### config.mk
export PLATFORM = sky130hd
export DESIGN_NAME = tick_count_to_calendar_date
export DESIGN_NICKNAME = d
export VERILOG_FILES = /design/src/hdl/ttcd_pkg.sv /design/src/hdl/ttcd_seq.sv /design/src/hdl/ttcd_datapath.sv /design/src/hdl/tick_count_to_calendar_date.sv
export SDC_FILE = /design/constraint.sdc
export NUM_CORES = 1
export LEC_CHECK = 0
export BUFFER_PORTS_ARGS = -buffer_cell sky130_fd_sc_hd__buf_2
export CORE_MARGIN = 2
export CORE_UTILIZATION = 44
export CTS_CLUSTER_DIAMETER = 150
export DETAILED_ROUTE_END_ITERATION = 10
export GPL_TIMING_DRIVEN = 0
export PLACE_DENSITY = 0.67
export REMOVE_ABC_BUFFERS = 1
export SYNTH_ARGS = -nofsm -noshare
export SYNTH_HDL_FRONTEND = slang
export SYNTH_SLANG_ARGS = --single-unit
### constraint.sdc
create_clock -name clock -period 10.43 [get_ports clock]
set_clock_uncertainty 0.15 [all_clocks]
set_input_delay 2.086 -clock clock [delete_from_list [all_inputs] [get_ports clock]]
set_output_delay 2.086 -clock clock [all_outputs]
set_load 0.01 [all_outputs]
### src/hdl/ttcd_pkg.sv
// ----------------------------------------------------------------------------
// ttcd_pkg
// Shared types, constants and the microcode table for the tick count to
// calendar date converter.
// ----------------------------------------------------------------------------
package ttcd_pkg;

   localparam int TICK_W  = 22;
   localparam int YEAR_W  = 12;
   localparam int MONTH_W = 4;
   localparam int DAY_W   = 15;   // whole days since epoch, at most 29127
   localparam int DOM_W   = 5;
   localparam int HOUR_W  = 5;
   localparam int MIN_W   = 6;
   localparam int SEC_W   = 6;
   localparam int TOD_W   = 8;    // tick within the day, 0..143
   localparam int STEP_W  = 3;

   // ticks / 144 = (ticks >> 4) / 9, taken as (q * ceil(2^22 / 9)) >> 22
   localparam int DIV9_SHIFT = 22;
   localparam logic [18:0] DIV9_RECIP = 19'd466034;
   // tod / 6 = (tod * 171) >> 10 for tod below 144
   localparam int DIV6_SHIFT = 10;
   localparam logic [7:0] DIV6_RECIP = 8'd171;

   localparam logic [TICK_W-1:0]  TICKS_PER_DAY = 22'd144;
   localparam logic [YEAR_W-1:0]  EPOCH_YEAR    = 12'd1970;
   localparam logic [MONTH_W-1:0] JANUARY       = 4'd1;
   localparam logic [MONTH_W-1:0] FEBRUARY      = 4'd2;
   localparam logic [MONTH_W-1:0] DECEMBER      = 4'd12;
   localparam logic [8:0]         DAYS_YEAR     = 9'd365;
   localparam logic [8:0]         DAYS_LEAP     = 9'd366;

   typedef enum logic [2:0] {
      OP_LOAD,
      OP_DIVIDE,
      OP_SPLIT,
      OP_YEAR,
      OP_MONTH,
      OP_EMIT
   } op_type;

   // condition under which a step repeats instead of going to its successor
   typedef enum logic [1:0] {
      HOLD_NONE,
      HOLD_NO_REQ,
      HOLD_MORE,
      HOLD_OUT_FULL
   } hold_type;

   typedef struct packed {
      op_type              op;
      hold_type            hold;
      logic [STEP_W-1:0]   next_step;
   } ctrl_word_type;

   typedef struct packed {
      logic req_pending;
      logic more;
      logic out_full;
   } status_type;

   localparam logic [STEP_W-1:0] STEP_LOAD   = 3'd0;
   localparam logic [STEP_W-1:0] STEP_DIVIDE = 3'd1;
   localparam logic [STEP_W-1:0] STEP_SPLIT  = 3'd2;
   localparam logic [STEP_W-1:0] STEP_YEAR   = 3'd3;
   localparam logic [STEP_W-1:0] STEP_MONTH  = 3'd4;
   localparam logic [STEP_W-1:0] STEP_EMIT   = 3'd5;

   function automatic ctrl_word_type ucode(input logic [STEP_W-1:0] step);
      ctrl_word_type cw;
      case (step)
         STEP_LOAD:   cw = '{OP_LOAD,   HOLD_NO_REQ,   STEP_DIVIDE};
         STEP_DIVIDE: cw = '{OP_DIVIDE, HOLD_NONE,     STEP_SPLIT};
         STEP_SPLIT:  cw = '{OP_SPLIT,  HOLD_NONE,     STEP_YEAR};
         STEP_YEAR:   cw = '{OP_YEAR,   HOLD_MORE,     STEP_MONTH};
         STEP_MONTH:  cw = '{OP_MONTH,  HOLD_MORE,     STEP_EMIT};
         STEP_EMIT:   cw = '{OP_EMIT,   HOLD_OUT_FULL, STEP_LOAD};
         default:     cw = '{OP_LOAD,   HOLD_NONE,     STEP_LOAD};
      endcase
      return cw;
   endfunction

   // low two bits decide leap years across the whole reachable range 1970..2049
   function automatic logic is_leap(input logic [YEAR_W-1:0] year);
      return (year[1:0] == 2'b00);
   endfunction

   function automatic logic [DOM_W-1:0] month_days(input logic [MONTH_W-1:0] month,
                                                   input logic leap);
      logic [DOM_W-1:0] len;
      case (month) inside
         FEBRUARY:                  len = leap ? 5'd29 : 5'd28;
         4'd4, 4'd6, 4'd9, 4'd11:   len = 5'd30;
         default:                   len = 5'd31;
      endcase
      return len;
   endfunction

endpackage

### src/hdl/ttcd_seq.sv
// ----------------------------------------------------------------------------
// ttcd_seq
// Step counter and microcode table; repeats a step while its hold condition
// is true, otherwise jumps to the step named in the control word.
// ----------------------------------------------------------------------------
module ttcd_seq (
   input  logic                   clock,
   input  logic                   reset,
   input  ttcd_pkg::status_type   status,
   output ttcd_pkg::ctrl_word_type cw
);
   import ttcd_pkg::*;

   logic [STEP_W-1:0] step_ff;
   logic [STEP_W-1:0] step_in;
   logic              hold;

   assign cw = ucode(step_ff);

   always_comb begin
      case (cw.hold)
         HOLD_NONE:     hold = 1'b0;
         HOLD_NO_REQ:   hold = !status.req_pending;
         HOLD_MORE:     hold = status.more;
         HOLD_OUT_FULL: hold = status.out_full;
         default:       hold = 1'b0;
      endcase
   end

   assign step_in = hold ? step_ff : cw.next_step;

   always_ff @(posedge clock) begin
      if (reset) begin
         step_ff <= STEP_LOAD;
      end else begin
         step_ff <= step_in;
      end
   end

endmodule

### src/hdl/ttcd_datapath.sv
// ----------------------------------------------------------------------------
// ttcd_datapath
// Registers and arithmetic for the conversion, driven one control word per
// cycle: load, divide into days, split time of day, walk years, walk months,
// emit.
// ----------------------------------------------------------------------------
module ttcd_datapath (
   input  logic                              clock,
   input  logic                              reset,
   input  ttcd_pkg::ctrl_word_type           cw,
   output ttcd_pkg::status_type              status,
   input  logic                              req_valid,
   input  logic [ttcd_pkg::TICK_W-1:0]       req_tick_count,
   input  logic                              rsp_stall,
   output logic                              rsp_valid,
   output logic [ttcd_pkg::YEAR_W-1:0]       rsp_year,
   output logic [ttcd_pkg::MONTH_W-1:0]      rsp_month,
   output logic [ttcd_pkg::DOM_W-1:0]        rsp_day_of_month,
   output logic [ttcd_pkg::HOUR_W-1:0]       rsp_hour,
   output logic [ttcd_pkg::MIN_W-1:0]        rsp_minute,
   output logic [ttcd_pkg::SEC_W-1:0]        rsp_second
);
   import ttcd_pkg::*;

   logic [TICK_W-1:0]  tick_ff,  tick_in;
   logic [DAY_W-1:0]   day_ff,   day_in;
   logic [HOUR_W-1:0]  hour_ff,  hour_in;
   logic [MIN_W-1:0]   minute_ff, minute_in;
   logic [YEAR_W-1:0]  year_ff,  year_in;
   logic [MONTH_W-1:0] month_ff, month_in;

   logic                  rsp_valid_ff, rsp_valid_in;
   logic [YEAR_W-1:0]     rsp_year_ff, rsp_year_in;
   logic [MONTH_W-1:0]    rsp_month_ff, rsp_month_in;
   logic [DOM_W-1:0]      rsp_dom_ff, rsp_dom_in;
   logic [HOUR_W-1:0]     rsp_hour_ff, rsp_hour_in;
   logic [MIN_W-1:0]      rsp_minute_ff, rsp_minute_in;

   logic [36:0]       div_prod;
   logic [TICK_W-1:0] day_ticks;
   logic [TICK_W-1:0] tod_full;
   logic [TOD_W-1:0]  tod;
   logic [15:0]       hour_prod;
   logic [HOUR_W-1:0] hour_calc;
   logic [TOD_W-1:0]  tick_in_hour;
   logic [MIN_W-1:0]  minute_calc;
   logic              leap;
   logic [8:0]        year_len;
   logic [DOM_W-1:0]  month_len;
   logic              year_more;
   logic              month_more;
   logic              out_free;

   // days = (tick >> 4) / 9
   assign div_prod  = {19'd0, tick_ff[TICK_W-1:4]} * {18'd0, DIV9_RECIP};

   // tick within the day and its hour / minute split
   assign day_ticks    = {day_ff, 7'd0} + {3'd0, day_ff, 4'd0};
   assign tod_full     = tick_ff - day_ticks;
   assign tod          = tod_full[TOD_W-1:0];
   assign hour_prod    = {8'd0, tod} * {8'd0, DIV6_RECIP};
   assign hour_calc    = hour_prod[DIV6_SHIFT+HOUR_W-1:DIV6_SHIFT];
   assign tick_in_hour = tod - ({1'b0, hour_calc, 2'd0} + {2'd0, hour_calc, 1'b0});
   // 10 minutes per tick
   assign minute_calc  = {tick_in_hour[2:0], 3'd0} + {1'b0, tick_in_hour[2:0], 2'd0}
                       - {2'd0, tick_in_hour[2:0], 1'b0};

   assign leap       = is_leap(year_ff);
   assign year_len   = leap ? DAYS_LEAP : DAYS_YEAR;
   assign month_len  = month_days(month_ff, leap);
   assign year_more  = (day_ff >= {{(DAY_W-9){1'b0}}, year_len});
   assign month_more = (month_ff < DECEMBER)
                     && (day_ff >= {{(DAY_W-DOM_W){1'b0}}, month_len});

   assign out_free = !rsp_valid_ff || !rsp_stall;

   always_comb begin
      status.req_pending = req_valid;
      status.out_full    = !out_free;
      case (cw.op)
         OP_YEAR:  status.more = year_more;
         OP_MONTH: status.more = month_more;
         default:  status.more = 1'b0;
      endcase
   end

   always_comb begin
      tick_in       = tick_ff;
      day_in        = day_ff;
      hour_in       = hour_ff;
      minute_in     = minute_ff;
      year_in       = year_ff;
      month_in      = month_ff;
      rsp_year_in   = rsp_year_ff;
      rsp_month_in  = rsp_month_ff;
      rsp_dom_in    = rsp_dom_ff;
      rsp_hour_in   = rsp_hour_ff;
      rsp_minute_in = rsp_minute_ff;
      // drop the result once it is taken
      rsp_valid_in  = rsp_valid_ff && rsp_stall;
      case (cw.op)
         OP_LOAD: begin
            if (req_valid) begin
               tick_in = req_tick_count;
            end
         end
         OP_DIVIDE: begin
            day_in = div_prod[DIV9_SHIFT+DAY_W-1:DIV9_SHIFT];
         end
         OP_SPLIT: begin
            hour_in   = hour_calc;
            minute_in = minute_calc;
            year_in   = EPOCH_YEAR;
            month_in  = JANUARY;
         end
         OP_YEAR: begin
            if (year_more) begin
               day_in  = day_ff - {{(DAY_W-9){1'b0}}, year_len};
               year_in = year_ff + 12'd1;
            end
         end
         OP_MONTH: begin
            if (month_more) begin
               day_in   = day_ff - {{(DAY_W-DOM_W){1'b0}}, month_len};
               month_in = month_ff + 4'd1;
            end
         end
         OP_EMIT: begin
            if (out_free) begin
               rsp_valid_in  = 1'b1;
               rsp_year_in   = year_ff;
               rsp_month_in  = month_ff;
               rsp_dom_in    = day_ff[DOM_W-1:0] + 5'd1;
               rsp_hour_in   = hour_ff;
               rsp_minute_in = minute_ff;
            end
         end
         default: begin
            rsp_valid_in = rsp_valid_ff && rsp_stall;
         end
      endcase
   end

   always_ff @(posedge clock) begin
      if (reset) begin
         rsp_valid_ff <= 1'b0;
      end else begin
         rsp_valid_ff <= rsp_valid_in;
      end
   end

   always_ff @(posedge clock) begin
      tick_ff       <= tick_in;
      day_ff        <= day_in;
      hour_ff       <= hour_in;
      minute_ff     <= minute_in;
      year_ff       <= year_in;
      month_ff      <= month_in;
      rsp_year_ff   <= rsp_year_in;
      rsp_month_ff  <= rsp_month_in;
      rsp_dom_ff    <= rsp_dom_in;
      rsp_hour_ff   <= rsp_hour_in;
      rsp_minute_ff <= rsp_minute_in;
   end

   assign rsp_valid        = rsp_valid_ff;
   assign rsp_year         = rsp_year_ff;
   assign rsp_month        = rsp_month_ff;
   assign rsp_day_of_month = rsp_dom_ff;
   assign rsp_hour         = rsp_hour_ff;
   assign rsp_minute       = rsp_minute_ff;
   // resolution is 10 minutes, so seconds are always zero
   assign rsp_second       = '0;

endmodule

### src/hdl/tick_count_to_calendar_date.sv
// ----------------------------------------------------------------------------
// tick_count_to_calendar_date
// Converts a count of 10-minute ticks since 1970-01-01 00:00 into a
// Gregorian date and time of day.
//
// Request channel: req_valid / req_stall with req_tick_count. A request is
// taken when req_valid is high and req_stall is low; req_stall is low only
// while the sequencer sits in its load step.
// Response channel: rsp_valid / rsp_stall with year, month, day of month,
// hour, minute and second. One response per request, in order.
// Sequencing: a microcoded sequencer runs load, divide, split, then repeats
// the year step from 1970 while a whole year remains in the day count, repeats
// the month step while a whole month remains and December is not reached,
// then runs emit. One item is in work at a time: the next request is taken
// only after the emit step, once the sequencer is back in its load step.
// The response sits in an output register, so the next request is taken
// while a result still waits; if the receiver stalls the waiting result,
// the sequencer holds in its emit step until that register frees up.
// Reset (synchronous, active high) returns the sequencer to the load step
// and drops any pending response.
// ----------------------------------------------------------------------------
module tick_count_to_calendar_date (
   input  logic                              clock,
   input  logic                              reset,
   input  logic                              req_valid,
   output logic                              req_stall,
   input  logic [ttcd_pkg::TICK_W-1:0]       req_tick_count,
   output logic                              rsp_valid,
   input  logic                              rsp_stall,
   output logic [ttcd_pkg::YEAR_W-1:0]       rsp_year,
   output logic [ttcd_pkg::MONTH_W-1:0]      rsp_month,
   output logic [ttcd_pkg::DOM_W-1:0]        rsp_day_of_month,
   output logic [ttcd_pkg::HOUR_W-1:0]       rsp_hour,
   output logic [ttcd_pkg::MIN_W-1:0]        rsp_minute,
   output logic [ttcd_pkg::SEC_W-1:0]        rsp_second
);
   import ttcd_pkg::*;

   ctrl_word_type cw;
   status_type    status;

   assign req_stall = (cw.op != OP_LOAD);

   ttcd_seq u_seq (
      .clock  (clock),
      .reset  (reset),
      .status (status),
      .cw     (cw)
   );

   ttcd_datapath u_datapath (
      .clock            (clock),
      .reset            (reset),
      .cw               (cw),
      .status           (status),
      .req_valid        (req_valid),
      .req_tick_count   (req_tick_count),
      .rsp_stall        (rsp_stall),
      .rsp_valid        (rsp_valid),
      .rsp_year         (rsp_year),
      .rsp_month        (rsp_month),
      .rsp_day_of_month (rsp_day_of_month),
      .rsp_hour         (rsp_hour),
      .rsp_minute       (rsp_minute),
      .rsp_second       (rsp_second)
   );

endmodule
### Word level (Yosys, flattened, before mapping)

Index checks and enable logic that the tools add are counted.

* register bits: 100
* input port bits: 26
* output and inout bits: 40
* logic and storage cells: 86

* $add $sub $neg: 11
* multiply operators: 2
* $lt $le $gt $ge: 3
* equal/unequal tests: 20
* mux-type cells: 16
* reduce and logical (&&, ||, !) cells: 21

Operators by type and width (count)
* 8-bit one-hot mux with 6 select lines: 1
* 15-bit one-hot mux with 3 select lines: 1
* 18-bit by 18-bit multiplier with 36-bit output (second input constant): 1
* 15-bit two-way mux: 2
* 12-bit one-hot mux with 2 select lines: 1
* 15-bit by 5-bit >= comparator with 1-bit output: 1
* 15-bit by 9-bit >= comparator with 1-bit output: 1
* 8-bit by 8-bit multiplier with 15-bit output (second input constant): 1
* 15-bit by 5-bit subtractor with 15-bit output: 1
* 15-bit by 9-bit subtractor with 15-bit output: 1
* 12-bit by 1-bit adder with 12-bit output (second input constant): 1
* 3-bit by 2-bit == test with 1-bit output (second input constant): 4
* 3-bit == test (second input constant): 4
* 12-bit two-way mux: 1
* 8-bit adder: 1
* 4-bit by 3-bit == test with 1-bit output (second input constant): 2
* 4-bit == test (second input constant): 2
* 4-bit one-hot mux with 2 select lines: 1
* 2-bit AND reduction: 4
* 8-bit subtractor: 1
* 6-bit by 5-bit adder with 6-bit output: 1
* 3-bit by 1-bit == test with 1-bit output (second input constant): 2
* 3-bit logical NOT: 2
* 3-bit nonzero test: 2
* 23 further kinds: 34

### Depth between registers and ports, before layout

Gate-level depths: netlist (run 1).

* depth after elaboration: 8
* mapped depth: 27
* gate-level depth less buffers: 27

### Hierarchy

A second synthesis (run 1) with hierarchy kept.

* cell total of the unflattened synthesis: 988
* area total of the unflattened synthesis: 10587.7 µm²

Modules (own cells, without submodules)
* ttcd_datapath: times used 1, cells each 946, area each 10294.9 µm², seq. area each 2842.7 µm²
* ttcd_seq: times used 1, cells each 41, area each 286.5 µm², seq. area each 60.1 µm²
* tick_count_to_calendar_date: times used 1, cells each 1, area each 6.3 µm², seq. area each 0.0 µm²

### Least setup slack after synthesis (run 1)

No wires, ideal clock.

* path type: reg-to-reg
* start: register u_datapath.day_ff[1]
* end: register u_datapath.minute_ff[5] (data pin)
* library setup time: 260 ps
* data arrival time: 5747 ps
* data required time: 10020 ps
* slack: 4272 ps
* stages on the path, launching flop included: 27
* path buffers: 0
* period minus slack after synthesis: 6158 ps
* cell sequence: edfxtp_1 ha_1 inv_1 ha_1 a21oi_1 xnor2_1 ha_1 fa_1 inv_1 fa_1 inv_1 ha_1 nor2b_1 o21ai_0 a211o_1 xnor2_1 ha_1 xnor2_1 xnor2_1 xnor2_1 inv_1 fa_1 ha_1 a21oi_1 nor2_1 nor2_1 xor2_1

* word-level cells in the longest chain between the ends: 7

Ends and longest elaborated chain
* start: declaration: line ttcd_datapath.sv:26 `logic [DAY_W-1:0] day_ff, day_in;`
* start signal: assignment: line ttcd_datapath.sv:154 `day_ff <= day_in;`
* 8-bit adder (*): line ttcd_datapath.sv:58 `assign day_ticks = {day_ff, 7'd0} + {3'd0, day_ff, 4'd0};`
* 8-bit subtractor (*): line ttcd_datapath.sv:59 `assign tod_full = tick_ff - day_ticks;`
* 8-bit by 8-bit multiplier with 15-bit output (*): line ttcd_datapath.sv:61 `assign hour_prod = {8'd0, tod} * {8'd0, DIV6_RECIP};`
* net u_datapath.hour_prod[10]: line ttcd_datapath.sv:43 `logic [15:0] hour_prod;`
* 3-bit adder (*): line ttcd_datapath.sv:63 `assign tick_in_hour = tod - ({1'b0, hour_calc, 2'd0} + {2'd0, hour_calc, 1'b0});`
* 3-bit subtractor (*): line ttcd_datapath.sv:63
* 6-bit by 5-bit adder with 6-bit output: line ttcd_datapath.sv:65 `assign minute_calc = {tick_in_hour[2:0], 3'd0} + {1'b0, tick_in_hour[2:0], 2'd0}`
* 6-bit by 4-bit subtractor with 6-bit output (*): line ttcd_datapath.sv:66 `- {2'd0, tick_in_hour[2:0], 1'b0};`
* net u_datapath.minute_calc[5]: line ttcd_datapath.sv:46 `logic [MIN_W-1:0] minute_calc;`
* end signal: assignment: line ttcd_datapath.sv:156 `minute_ff <= minute_in;`
* end: declaration: line ttcd_datapath.sv:28 `logic [MIN_W-1:0] minute_ff, minute_in;`

Mark *: on every way through the listed nets, which the timed path passes. The rest lies on a longest branch.
A chain may end at the register's enable or synchronous reset.

### Final worst setup path (run 1)

* start: register u_datapath.tick_ff[5]
* end: register u_datapath.minute_ff[5] (data pin)

* word-level cells in the longest chain between the ends: 6

Ends and longest elaborated chain
* start: declaration: line ttcd_datapath.sv:25 `logic [TICK_W-1:0] tick_ff, tick_in;`
* start signal: assignment: line ttcd_datapath.sv:153 `tick_ff <= tick_in;`
* 8-bit subtractor (*): line ttcd_datapath.sv:59
* 8-bit by 8-bit multiplier with 15-bit output (*): line ttcd_datapath.sv:61
* net u_datapath.hour_prod[10]: line ttcd_datapath.sv:43
* 3-bit adder (*): line ttcd_datapath.sv:63
* 3-bit subtractor (*): line ttcd_datapath.sv:63
* 6-bit by 5-bit adder with 6-bit output: line ttcd_datapath.sv:65
* 6-bit by 4-bit subtractor with 6-bit output (*): line ttcd_datapath.sv:66
* net u_datapath.minute_calc[5]: line ttcd_datapath.sv:46

Marked as above.

==> results of run 1 <==
[per-layer routing]
metal	routed length, um	track usage
met5	0	0
met4	399	0.0489
met3	594	0.0260
met2	8850	0.271
met1	9060	0.235
[worst max-delay path by stage]
stage | cells after the start | slack [ps] | end
detailed placement | 27 | 3710 | u_datapath.minute_ff[5]
global route | 27 | 3250 | u_datapath.minute_ff[5]
floorplan | 26 | 4270 | u_datapath.minute_ff[5]
CTS | 27 | 3660 | u_datapath.minute_ff[5]
finish | 27 | 3750 | u_datapath.minute_ff[5]
global placement | 26 | 3770 | u_datapath.minute_ff[5]
[registers in the layout, indices dropped and copies added (netlist names)]
signal	flops
u_datapath.tick_ff	22
u_datapath.day_ff	15
u_datapath.rsp_year	12
u_datapath.year_ff	12
u_datapath.hour_ff	5
u_datapath.minute_ff	5
u_datapath.rsp_day_of_month	5
u_datapath.rsp_hour	5
u_datapath.rsp_minute	5
u_datapath.month_ff	4
u_datapath.rsp_month	4
u_seq.step_ff	3
u_datapath.rsp_valid	1
[critical path: stages, from the launching register on]
cell and delay [ps]:
edfxtp_1 480, inv_1 110, ha_1 290, inv_1 40, ha_1 300, a21oi_1 110
xnor2_1 460, ha_1 340, fa_1 480, inv_1 60, fa_1 540, inv_1 40
ha_1 250, nor2b_1 110, o21ai_0 80, a211o_1 320, xnor2_1 170, ha_1 200
xnor2_1 190, xnor2_1 100, xnor2_1 260, inv_1 140, fa_1 470, ha_1 320
a21oi_1 140, nor2_1 50, nor2_1 110, xor2_1 90
[final cells by class]
class / instances / area [um2]
fill: 2083 / 11600
multi-input combinational: 650 / 6640
sequential: 98 / 2900
inverter: 156 / 586
tap: 285 / 357
timing repair buffer: 60 / 333
clock buffer: 10 / 229
clock inverter: 6 / 73.8
[per-stage QoR]
step | setup slack, ps | hold WS, ps | cell area, um2 | cells
global placement | 3770 | 254 | 10800 | 1247
floorplan | 4270 | 250 | 10100 | 904
finish | 3750 | 273 | 11100 | 1265
global route | 3250 | 274 | 11100 | 1265
detailed placement | 3710 | 256 | 10800 | 1249
CTS | 3660 | 272 | 11100 | 1265
[cell usage in the layout, fill, tap and decap left out, types with 4 or more instances in the layout]
cell type	count
ha_1	203
a211oi_1	4
o21bai_1	6
conb_1	7
inv_1	156
buf_2	58
nor2_1	32
o211ai_1	5
xor2_1	19
o21ai_0	31
a21o_1	11
nor3_1	13
a21oi_1	31
xnor2_1	39
clkbuf_16	9
a22oi_1	5
nand3_1	17
o221ai_1	6
and3_1	6
dfxtp_1	4
edfxtp_1	94
nand2b_1	4
nand2_1	46
fa_1	94
o22ai_1	5
nor2b_1	8
[cell usage after synthesis, types with 3 or more instances]
| cell | count |
|---|---|
| a211o_1 | 3 |
| or4_1 | 3 |
| buf_4 | 8 |
| o21ai_0 | 31 |
| a221oi_1 | 3 |
| a21o_1 | 11 |
| o22ai_1 | 5 |
| a22oi_1 | 5 |
| nor4_1 | 3 |
| ha_1 | 203 |
| edfxtp_1 | 94 |
| o21bai_1 | 6 |
| nor2b_1 | 9 |
| a211oi_1 | 4 |
| nor3_1 | 13 |
| o221ai_1 | 6 |
| fa_1 | 94 |
| dfxtp_1 | 4 |
| o221a_2 | 3 |
| nor2_1 | 32 |
| o31ai_1 | 3 |
| or3_1 | 3 |
| xor2_1 | 19 |
| nand2b_1 | 4 |
| inv_1 | 156 |
| and3_1 | 6 |
| nand3_1 | 17 |
| nand2_1 | 46 |
| clkbuf_1 | 9 |
| and2_1 | 3 |
| xnor2_1 | 39 |
| buf_2 | 3 |
| a21oi_1 | 32 |
| o211ai_1 | 5 |
[cells by family (layout without fill, tap and decap cells)]
group                      Yosys count  after routing  share of synthesized area
adders and majority gates          297            297                      0.432
buffers and inverters              178            232                     0.0701
and+or+nand+nor                    154            154                     0.0756
AOI/OAI and AO/OA                  133            133                     0.0871
DFF                                 98             98                      0.284
xor gates and xnor gates            58             58                     0.0497
other                                1              7                   0.000367
muxes                                1              1                   0.000979
==> results by group, run 1 <==
Cells and area
  – Inserted Diodes: 0
  – Layout area overhead: 8.77%
  – Post-layout util: 0.490
  – Layout cells sized above 1: 0.0959
  – Final #Nets: 1,298

Logic synthesis
  – Cells after Synth: 920
  – EDFF count, synth: 94
  – Synthesized area: 0.0102 mm2
  – Ys flop type: edfxtp_1
  – Synth Warn #: 0
  – Area contributors post-synth: edfxtp_1 (28%), ha_1 (25%), fa_1 (18%)
  – Seq cells post-synth: 98
  – Sequential share of the synthesized area: 0.284
  – Yosys top cell area share: 0.276
  – Avg Cell Area, Syn: 11.1 um2
  – Ys async rst share: 0
  – Yosys top cell by area: edfxtp_1
  – Yosys cell types: 64

Worst setup path
  – Crit-path max FO: 5
  – Reg2reg path depth: 27
  – R2R setup slack: 3750 ps
  – Startpoint Class: flip-flop
  – CP startpoint: u_datapath.tick_ff[5]
  – WP data required: 10,380 ps
  – FF-to-FF End: u_datapath.minute_ff[5]
  – Critical path capture point type: flip-flop
  – Worst R2R Start: u_datapath.tick_ff[5]
  – Worst Path Arrival: 6630 ps
  – Worst setup path class: reg -> reg

Min path
  – Hold wc startpoint: u_datapath.hour_ff[4]
  – Hold Path Depth: 0
  – Sink of the worst hold path: u_datapath.rsp_hour[4]
  – Worst Hold Class: reg -> reg

Route
  – Vias per inst: 5.18
  – Detailed Routing Iterations Pass 1: 5
  – Post-route ant nets: 0
  – # DRC: 0
  – Vias post-DR: 6,558
  – DRT Wirelength: 18,900 um
  – DR WL/cell: 14.9 um
  – 1st-iter DRT viols: 348

Timing
  – RSZ-0062 raised after global routing: false
  – Final hold vios: 0
  – Fin crit period: 6680 ps
  – Final setup TNS: 0 ps
  – Max-Slew Margin vs Limit: 0.220
  – Setup-failing EPs final: 0
  – Pins Over Slew Limit: 0
  – Max Fclk: 150 MHz
  – Final worst-path cycle share: 0.640
  – Worst slew pin tran: 1170 ps

Floorplanning
  – # IOs: 66
  – Core Rows: 55
  – Die X: 156 um
  – Core Area: 0.0227 mm2
  – Initial Utilization: 0.450
  – Die outline height: 156 um
  – Die area: 0.0245 mm2

CTS
  – Total CTS buffers: 9
  – Worst-case clock buffer depth: 2
  – CTS H-tree lvls: 3
  – # hold bufs at CTS: 0
  – Clock Latency Late Sink: 350 ps
  – CTS root buf: clkbuf_16
  – Post-CTS Resized: 0
  – CTS sink count: 98
  – Clock tree from TritonCTS: built
  – Postcts setup bufs: 0
  – CTS clk-pin slew, worst paths: 70 ps

Placed design
  – GP Congestion: 0.867
  – I/O Buffers: 58
  – HPWL Detailed: 15,900 um

Run
  – Max-Cap Viols: 0

Run status
  – Status: finished clean

Global routing
  – Global-route wire length before repair: 32,500 um
  – Largest net degree at the start of global routing: 23
  – Initial antenna violation count: 0
  – GR Util All Layers: 0.168
  – Vias in the first global route: 6,786
  – GRT overflow: 0
Power of run 1 is left out: the tool's default activity adds up to more than one toggle a clock period on the data nets, which glitch-free logic cannot reach.
==> run 2, diff against run 1 <==
--- a/config.mk
+++ b/config.mk
@@ -11,7 +11,7 @@
 export CTS_CLUSTER_DIAMETER = 150
 export DETAILED_ROUTE_END_ITERATION = 10
 export GPL_TIMING_DRIVEN = 0
-export PLACE_DENSITY = 0.67
+export PLACE_DENSITY = 0.69
 export REMOVE_ABC_BUFFERS = 1
 export SYNTH_ARGS = -nofsm -noshare
 export SYNTH_HDL_FRONTEND = slang
==> constraint.sdc (replaced) <==
create_clock -name clock -period 5.4 [get_ports clock]
set_clock_uncertainty 0.15 [all_clocks]
set_input_delay 1.08 -clock clock [delete_from_list [all_inputs] [get_ports clock]]
set_output_delay 1.08 -clock clock [all_outputs]
set_load 0.01 [all_outputs]
==> run 2 against run 1 <==
The run now ends with negative setup slack left. Clock-buffer cell count unchanged. Core utilization increased by 3.6 points. Via count increased by 5.0%. Routed wire length increased by 7.7%. Design area increased by 7.3%. First-iteration DRC count decreased by 11%. Die area unchanged. Non-clock buffer count increased by 50. Maximum frequency increased by 11%. Critical path depth decreased by 7. Largest cell class unchanged.
==> results by group, run 2 (synthesis gave the netlist of run 1 again) <==
Floorplanning
  – Die outline height: 156 um (unchanged)
  – Die area: 0.0245 mm2 (unchanged)
  – Die X: 156 um (unchanged)
  – Core Area: 0.0227 mm2 (unchanged)
  – # IOs: 66 (unchanged)
  – Core Rows: 55 (unchanged)
  – Initial Utilization: 0.450 (unchanged)

CTS
  – CTS root buf: clkbuf_16 (unchanged)
  – Worst-case clock buffer depth: 2 (unchanged)
  – Clock tree from TritonCTS: built (unchanged)
  – Clock Latency Late Sink: 350 ps (about the same)
  – CTS H-tree lvls: 3 (unchanged)
  – # hold bufs at CTS: 0 (unchanged)
  – Total CTS buffers: 9 (unchanged)
  – CTS clk-pin slew, worst paths: 70 ps (about the same)
  – CTS sink count: 98 (unchanged)

Cells and area
  – Largest register FFs: 22 (unchanged)
  – Layout area overhead: 16.7% (was 8.77%)
  – Layout cells sized above 1: 0.193 (was 0.0959)
  – Post-layout util: 0.525 (was 0.490)
  – Commonest cells after routing, fill and taps aside: ha_1 (185), inv_1 (150), edfxtp_1 (94) (was ha_1 (203), inv_1 (156), fa_1 (94), edfxtp_1 (94), buf_2 (58))
  – Most common cell after layout, fill and taps aside: ha_1 (unchanged)
  – FILL cells: 1,978 (was 2,083)
  – Largest Register: u_datapath.tick_ff (unchanged)
  – Inserted Diodes: 0 (unchanged)
  – Largest regs: u_datapath.tick_ff: 22 flops, u_datapath.day_ff: 15 flops (unchanged)
  – Final std cells w/o fill: 1,315 (was 1,265)
  – Final #Nets: 1,348 (was 1,298)

Route
  – Highest metal used: met4 (unchanged)
  – Vias post-DR: 6,885 (was 6,558)
  – Routed wl met2: 9970 um (was 8850 um)
  – Vias per inst: 5.24 (was 5.18)
  – DR WL/cell: 15.5 um (was 14.9 um)
  – Routed met1 length: 9510 um (was 9060 um)
  – # DRC: 0 (unchanged)
  – WL met3: 567 um (was 594 um)
  – Detailed Routing Iterations Pass 1: 5 (unchanged)
  – DRT Wirelength: 20,400 um (was 18,900 um)
  – 1st-iter DRT viols: 311 (was 348)
  – Post-route ant nets: 0 (unchanged)

Worst setup path
  – Worst setup path class: reg -> reg (unchanged)
  – WP data required: 5320 ps (was 10,380 ps)
  – CP max stage cell: fa_2 (was fa_1)
  – Worst Path Arrival: 5930 ps (was 6630 ps)
  – Worst R2R Start: u_datapath.tick_ff[6] (was u_datapath.tick_ff[5])
  – Crit-path max FO: 6 (was 5)
  – CP startpoint: u_datapath.tick_ff[6] (was u_datapath.tick_ff[5])
  – Critical path capture point type: flip-flop (unchanged)
  – Critical-path cell list: buf_4 -> buf_6 -> buf_6 -> fa_2 -> ha_4 -> inv_2 -> fa_1 -> fa_1 -> inv_1 -> fa_1 -> fa_2 -> ha_4 -> nand4_1 -> or3_1 -> o2111a_2 -> nor4_4 -> nor3_4 -> o21bai_1 -> xnor2_1 -> o221ai_1
  – Startpoint Class: flip-flop (unchanged)
  – Crit-path most repeated cell: fa_1 (was ha_1)
  – Critical Path Max Stage Delay: 560 ps (was 540 ps)
  – R2R setup slack: -610 ps (was 3750 ps)

Timing
  – Max-Slew Margin vs Limit: 0.207 (was 0.220)
  – Final hold vios: 0 (unchanged)
  – WHS: 270 ps (was 273 ps)
  – Max Fclk: 166 MHz (was 150 MHz)
  – Final WS setup: -612 ps (was 3750 ps)
  – Setup-failing EPs final: 17 (was 0)
  – Fin crit period: 6010 ps (was 6680 ps)
  – Final worst-path cycle share: 1.11 (was 0.640)
  – Worst slew pin tran: 1190 ps (was 1170 ps)
  – RSZ-0062 raised after global routing: true (was false)
  – Pins Over Slew Limit: 0 (unchanged)

Global routing
  – Global-route wire length before repair: 34,200 um (was 32,500 um)
  – GR Util All Layers: 0.176 (was 0.168)
  – GRT overflow: 0 (unchanged)
  – Initial antenna violation count: 0 (unchanged)
  – Largest net degree at the start of global routing: 32 (was 23)
  – Vias in the first global route: 7,080 (was 6,786)

Run status
  – Status: complete, but fails checks (was finished clean)
  – Failing checks: negative setup slack

Placed design
  – HPWL Detailed: 15,900 um (about the same)
  – Cells after DPL: 1,248 (was 1,249)
  – GP Congestion: 0.864 (was 0.867)
  – I/O Buffers: 58 (unchanged)

Min path
  – Hold wc startpoint: u_datapath.minute_ff[1] (was u_datapath.hour_ff[4])
  – Worst Hold Class: reg -> reg (unchanged)

Run
  – Max-Cap Viols: 0 (unchanged)
==> run 2: changes by cell type in the layout (fill, tap and decap cells not counted), moves of 7 or more <==
| cell | delta |
|---|---|
| o21ai_0 | -7 |
| buf_6 | +7 |
| ha_1 | -18 |
| ha_4 | +16 |
| buf_4 | +44 |
| xnor2_1 | -7 |
==> run 2: area by class of cell <==
type                    count  area, um2  area share
flip-flops and latches     98       2900       0.243
inverters                 156        589      0.0494
clock buffers              10        229      0.0192
clock inverters             6       72.6     0.00608
well taps                 285        357      0.0299
repair buffers            110        714      0.0599
multi-input cells         650       7070       0.592
==> run 2: final timing paths <==
path,endpoint,cells after the start
worst max register to register,u_datapath.day_ff[10],20
worst max-delay path,u_datapath.day_ff[10],20
worst min register to register,u_datapath.rsp_minute[1],0
worst min-delay path,u_datapath.rsp_minute[1],0
==> run 2: worst max-delay path: cells and delay by family, from the launching register on <==
family | cells | cell delay, ps
compound gates | 3 | 670
simple gates | 4 | 770
buf+inv | 5 | 470
xor+xnor | 1 | 170
flops | 1 | 410
fa+ha+maj | 7 | 3080
==> run 2: timing repair <==
action	CTS	global route
resized for setup	64	15
endpoints found under the setup margin	18	18
gates cloned	0	0
buffers inserted	42	9
pin swaps	66	34
==> run 2: through the flow <==
step	setup WS [ps]	cell area (um2)	setup TNS, ps
floorplan	-758	10100	-3720
detailed placement	-1300	10800	-12470
global placement	-1260	10800	-11570
CTS	-721	11800	-7210
finish	-612	11900	-7680
global route	-893	11900	-11090
==> run 2: per-layer routing <==
metal / vias to the layer above / global-route usage
met5: - / 0
met4: 0 / 0.0341
met1: 3382 / 0.239
li1: 3367 / -
met2: 118 / 0.299
met3: 18 / 0.0282
Power of run 2 is left out for the same reason.
